**config.mk**
```make
export PLATFORM = sky130hd
export DESIGN_NAME = kmpst_ram
export DESIGN_NICKNAME = d
export VERILOG_FILES = /design/src/sv/kmpst_ram.sv
export SDC_FILE = /design/constraint.sdc
export NUM_CORES = 2
export LEC_CHECK = 0
export ABC_AREA = 1
export BUFFER_PORTS_ARGS = -buffer_cell sky130_fd_sc_hd__buf_2
export CAP_MARGIN = 25
export CORE_AREA = 5 5 437 439
export CTS_CLUSTER_SIZE = 12
export DETAILED_ROUTE_END_ITERATION = 16
export DIE_AREA = 0 0 442 444
export HOLD_SLACK_MARGIN = 0.02
export PLACE_DENSITY_LB_ADDON = 0.1
export REMOVE_ABC_BUFFERS = 1
export SYNTH_ARGS = -nofsm -noshare
export SYNTH_HDL_FRONTEND = slang
export SYNTH_SLANG_ARGS = --single-unit
```
**constraint.sdc**
```tcl
create_clock -name clk_i -period 5.4 [get_ports clk_i]
set_input_delay 1.08 -clock clk_i [delete_from_list [all_inputs] [get_ports clk_i]]
set_output_delay 1.08 -clock clk_i [all_outputs]
set_load 0.02 [all_outputs]
```
**src/sv/kmpst_ram.sv**
```systemverilog
module kmpst_ram #(
  parameter int Width = 8,
  parameter int Depth = 256
) (
  input  logic                     clk_i,
  input  logic                     we_i,
  input  logic [$clog2(Depth)-1:0] waddr_i,
  input  logic [Width-1:0]         wdata_i,
  input  logic [$clog2(Depth)-1:0] raddr_i,
  output logic [Width-1:0]         rdata_o
);
  logic [Width-1:0] mem_q [Depth];
  always_ff @(posedge clk_i) begin
    if (we_i) mem_q[waddr_i] <= wdata_i;
    rdata_o <= mem_q[raddr_i];
  end
endmodule

```
# Word-level counts from Yosys, hierarchy flattened
# Memory sizes are Yosys's and may differ from the RTL's. A register that Yosys moved wholly into a read port is not among the register bits.
# Cells that the tools add are included.
# totals
ram_bits,2048
inputBits,26
n_memories,1
elab_cells,3
register_bits,0
out_inout_bits,8
# mem_list
name,words,word_bits,read_ports,rd_ports_with_merged_regs,write_ports,line_no,source
mem_q,256,8,1,1,1,12,logic [Width-1:0] mem_q [Depth];
# classes
muxes,2
# ops
op,count
1-bit 2-to-1 mux,2

# Depth between registers and ports, before layout
# logic_depth
depth_word,2
ltp_mapped,15
depth_no_buf,11

# Worst setup path before layout
# Ideal clock, no wire load.
# synth_timing
kind,in2reg
startpoint,input we_i
endpoint,memory mem_q[162][0] (enable)
path_buffers,2
setup_time_ns,0.370
path_stages,4
setup_slack_ns,2.829
required_time_ns,5.030
t_arrival_ns,2.201
path_cell_list,clkbuf_1 -> nand3_1 -> clkbuf_1 -> nor2_1
# synth_between
elab_chain_len,2
# synth_lines
item,line_no,source
"start, declared",6,"input logic we_i,"
1-bit 2-to-1 mux,14,if (we_i) mem_q[waddr_i] <= wdata_i;
1-bit 2-to-1 mux (implied by the code),14,
"end, declared",12,
# No other way between the ends.

==> impl_metrics.tcl <==
set metrics [dict create \
    synth-xor-area-share_pct 0 \
    tightest_slew_ns 1.14 \
    grt_overflow 0 \
    clkPwrFrac_pct 40.7 \
    synth.area.top_cells "edfxtp_1 (74%), nand3_1 (12%), nand2_1 (9.6%), buf_2 (1.6%), nor2_1 (1.3%)" \
    final_cell_area_um2 92300 \
    power.leakage_uw 0.0317 \
    synth.most_common_cell "nand2_1" \
    fillers 16600 \
    async_reset_ff_share_pct 0 \
    synthFlopType "edfxtp_1" \
    areaGrowthSynthToFinish_pct 10.7 \
    ys_seq_elements 2056 \
    placedCellCount 9195 \
    ff2ff_setup_slack_ns 3.26 \
    status "complete, no violations" \
    hold_path_class "primary input to register" \
    p_per_area_nw_per_um2 360 \
    avgSynthCellArea_um2 11.9 \
    endpoint_kind "register" \
    synth_mux_area_share_pct 0 \
    fin_crit_ns 3.43 \
    root_buffer "clkbuf_16" \
    peakVddDrop_uv 286 \
    syn_area_um2 83400 \
    synth_fa_ha_area_share_pct 0 \
    grt_antenna_before_repair 12 \
    synth-edff-count 2048 \
    hold_depth 1 \
    globalplace.congestion 0.832 \
    p_seq_share_pct 53.1 \
    initial_utilization_pct 44.6 \
    synth_warnings 0 \
    vias_per_cell 5.61 \
    timing.final.crit_share_pct 63.6 \
    power_switching_uw 7670 \
    routed_wl_mm 245 \
    timing.critical_path.required_ns 6.13 \
    total_power_uw 33200 \
    drive_gt1_share_pct 6.57 \
    dp_slack_ns 1.16 \
    drt.antenna.violating_nets 0 \
    synth_common_cells "nand2_1 (2123), edfxtp_1 (2048), nand3_1 (2019)" \
    clk_pin_slew_ns 0.06 \
    postPlaceCellArea_um2 86000 \
    yosys.area_share.simple_pct 22.9 \
    die-area_um2 196000 \
    hpwl_mm 140 \
    drc_errors 0 \
    clkLatencyLatePin_ns 0.84 \
    htree_levels 4 \
    ios 34 \
    cts_buffers 213 \
    firstDrtPassIters 6 \
    p_int_uw 25500 \
    maxCapViolations 0 \
    ctsHoldBuffers 0 \
    switching_share_pct 23.1 \
    slew_viol_final 0 \
    slew_headroom_pct 24.2 \
    yosysTopAreaCell "edfxtp_1" \
    synthDistinctLibCells 14 \
    clk_path_buf_depth 3 \
    synth_top_family_by_area "simple AND/OR/NAND/NOR gates" \
    synth_cells 7003 \
    max_freq_mhz 291 \
    seq_area_frac_synth_pct 73.9 \
    vias 53800 \
    rsz0062_at_grt "false" \
    worst_r2r_path_depth 10 \
    setup_viol 0 \
    wl_per_cell_um 25.5 \
    worst_slack_ns 1.97 \
    r2r-start "mem_q[143][2]" \
    critPathLaunchType "primary input" \
    synth_compound_area_share_pct 0 \
    hp-start "wdata_i[0]" \
    hold_end "mem_q[140][0]" \
    dieWidth_um 442 \
    final_util_pct 49.4 \
    pwr-share-comb_pct 6.2 \
    worstPathArrival_ns 4.17 \
    crit_type "primary input to register" \
    final_hold_viol_count 0 \
    fp.dieH_um 444 \
    placementRows 159 \
    drtIter0Drc 5457 \
    cp_max_fo 158 \
    grt.total_usage_pct 24.5 \
    finClkSkew_ns 0.0239 \
    coreArea_um2 187000 \
    cts_setup_buffers 0 \
    tritoncts "built" \
    synth_top_cell_area_share_pct 73.7 \
    grt_pass1_vias 52500 \
    io_buffers 33 \
    cts_num_sinks 2056 \
    cts.repair.resized 0 \
    grt_max_degree 159 \
    grt_pass1_wl_mm 359 \
    r2r_end "rdata_o[2]" \
    fin_cells 9582 \
    fin_nets 6942 \
]
power by group through the flow:
stage               clock, µW  sequential, µW  combinational [µW]
floorplan                   0           17900                 929
global placement            0           18000                2060
detailed placement          0           18000                2070
CTS                     13700           17600                2080
global route            14400           17600                2240
finish                  13500           17600                2070
worst max-delay path by stage:
| stage | from | end | depth (start not counted) |
|---|---|---|---|
| after floorplan | raddr_i[0] | rdata_o[7] | 11 |
| after global placement | raddr_i[0] | rdata_o[6] | 13 |
| after detailed placement | raddr_i[0] | rdata_o[2] | 13 |
| after CTS | raddr_i[0] | rdata_o[2] | 13 |
| after global routing | raddr_i[0] | rdata_o[6] | 13 |
| final | raddr_i[0] | rdata_o[4] | 13 |
cells by family (layout without fill, tap and decap cells):
| group | after synthesis | in the layout |
|---|---|---|
| AND/OR/NAND/NOR | 4425 | 4425 |
| flip-flops | 2056 | 2056 |
| buffers and inverters | 522 | 600 |
| other | 0 | 6 |
worst max-delay path, stage by stage:
cell and delay [ns]:
buf_8 0.47, inv_16 0.34, buf_4 0.44, nand2_1 0.08, nand3_1 0.07, nand3_1 0.19
nand3_1 0.11, nand3_1 0.19, nand3_1 0.19, nand3_1 0.43, nand2_1 0.10, nand2_1 0.13
nand2_1 0.07
metal layers:
layer  track usage (%)  share of wire, %  wire [µm]  vias to the layer above
li1                  -                 -          -                    24700
met1              34.6                43     106000                    26900
met2              39.5                47     116000                     1800
met3              3.89               6.7      16300                      344
met4              7.27               2.8       6890                        2
met5                 0            0.0053         13                        -
layout by cell type, fill, tap and decap left out:
master        n
inv_6         5
edfxtp_1   2048
buf_6         2
clkbuf_8      7
clkbuf_16   216
buf_16        2
clkinv_2     31
diode_2       6
buf_2        20
buf_4       109
inv_1        33
clkinv_1     50
buf_8        11
buf_12       37
inv_4         1
inv_8         2
nor2_1      283
nand3_1    2019
clkbuf_1     65
bufinv_16     1
nand2_2      13
clkinv_8      5
inv_2         1
inv_16        2
dfxtp_1       8
nand2_1    2110
registers in the layout, summed over array words and instances, names as in the netlist:
signal,count
mem_q,2048
rdata_o,8
stage by stage:
stage / setup TNS [ns] / hold slack (ns)
finish: 0 / 0.740
global route: 0 / 0.720
CTS: 0 / 0.675
detailed placement: 0 / 0.970
global placement: 0 / 0.973
floorplan: -10.58 / 0.835
area by class of cell:
class / count / area (µm²) / area share (%)
Sequential cell: 2056 / 61700 / 66.8
Multi-Input combinational cell: 4425 / 19200 / 20.8
Clock buffer: 288 / 5750 / 6.22
Tap cell: 2495 / 3120 / 3.38
Timing Repair Buffer: 181 / 1900 / 2.06
Clock inverter: 92 / 514 / 0.557
Inverter: 39 / 180 / 0.195
Antenna cell: 6 / 15.0 / 0.0163
Note: power is estimated with default switching activity, not from simulation.
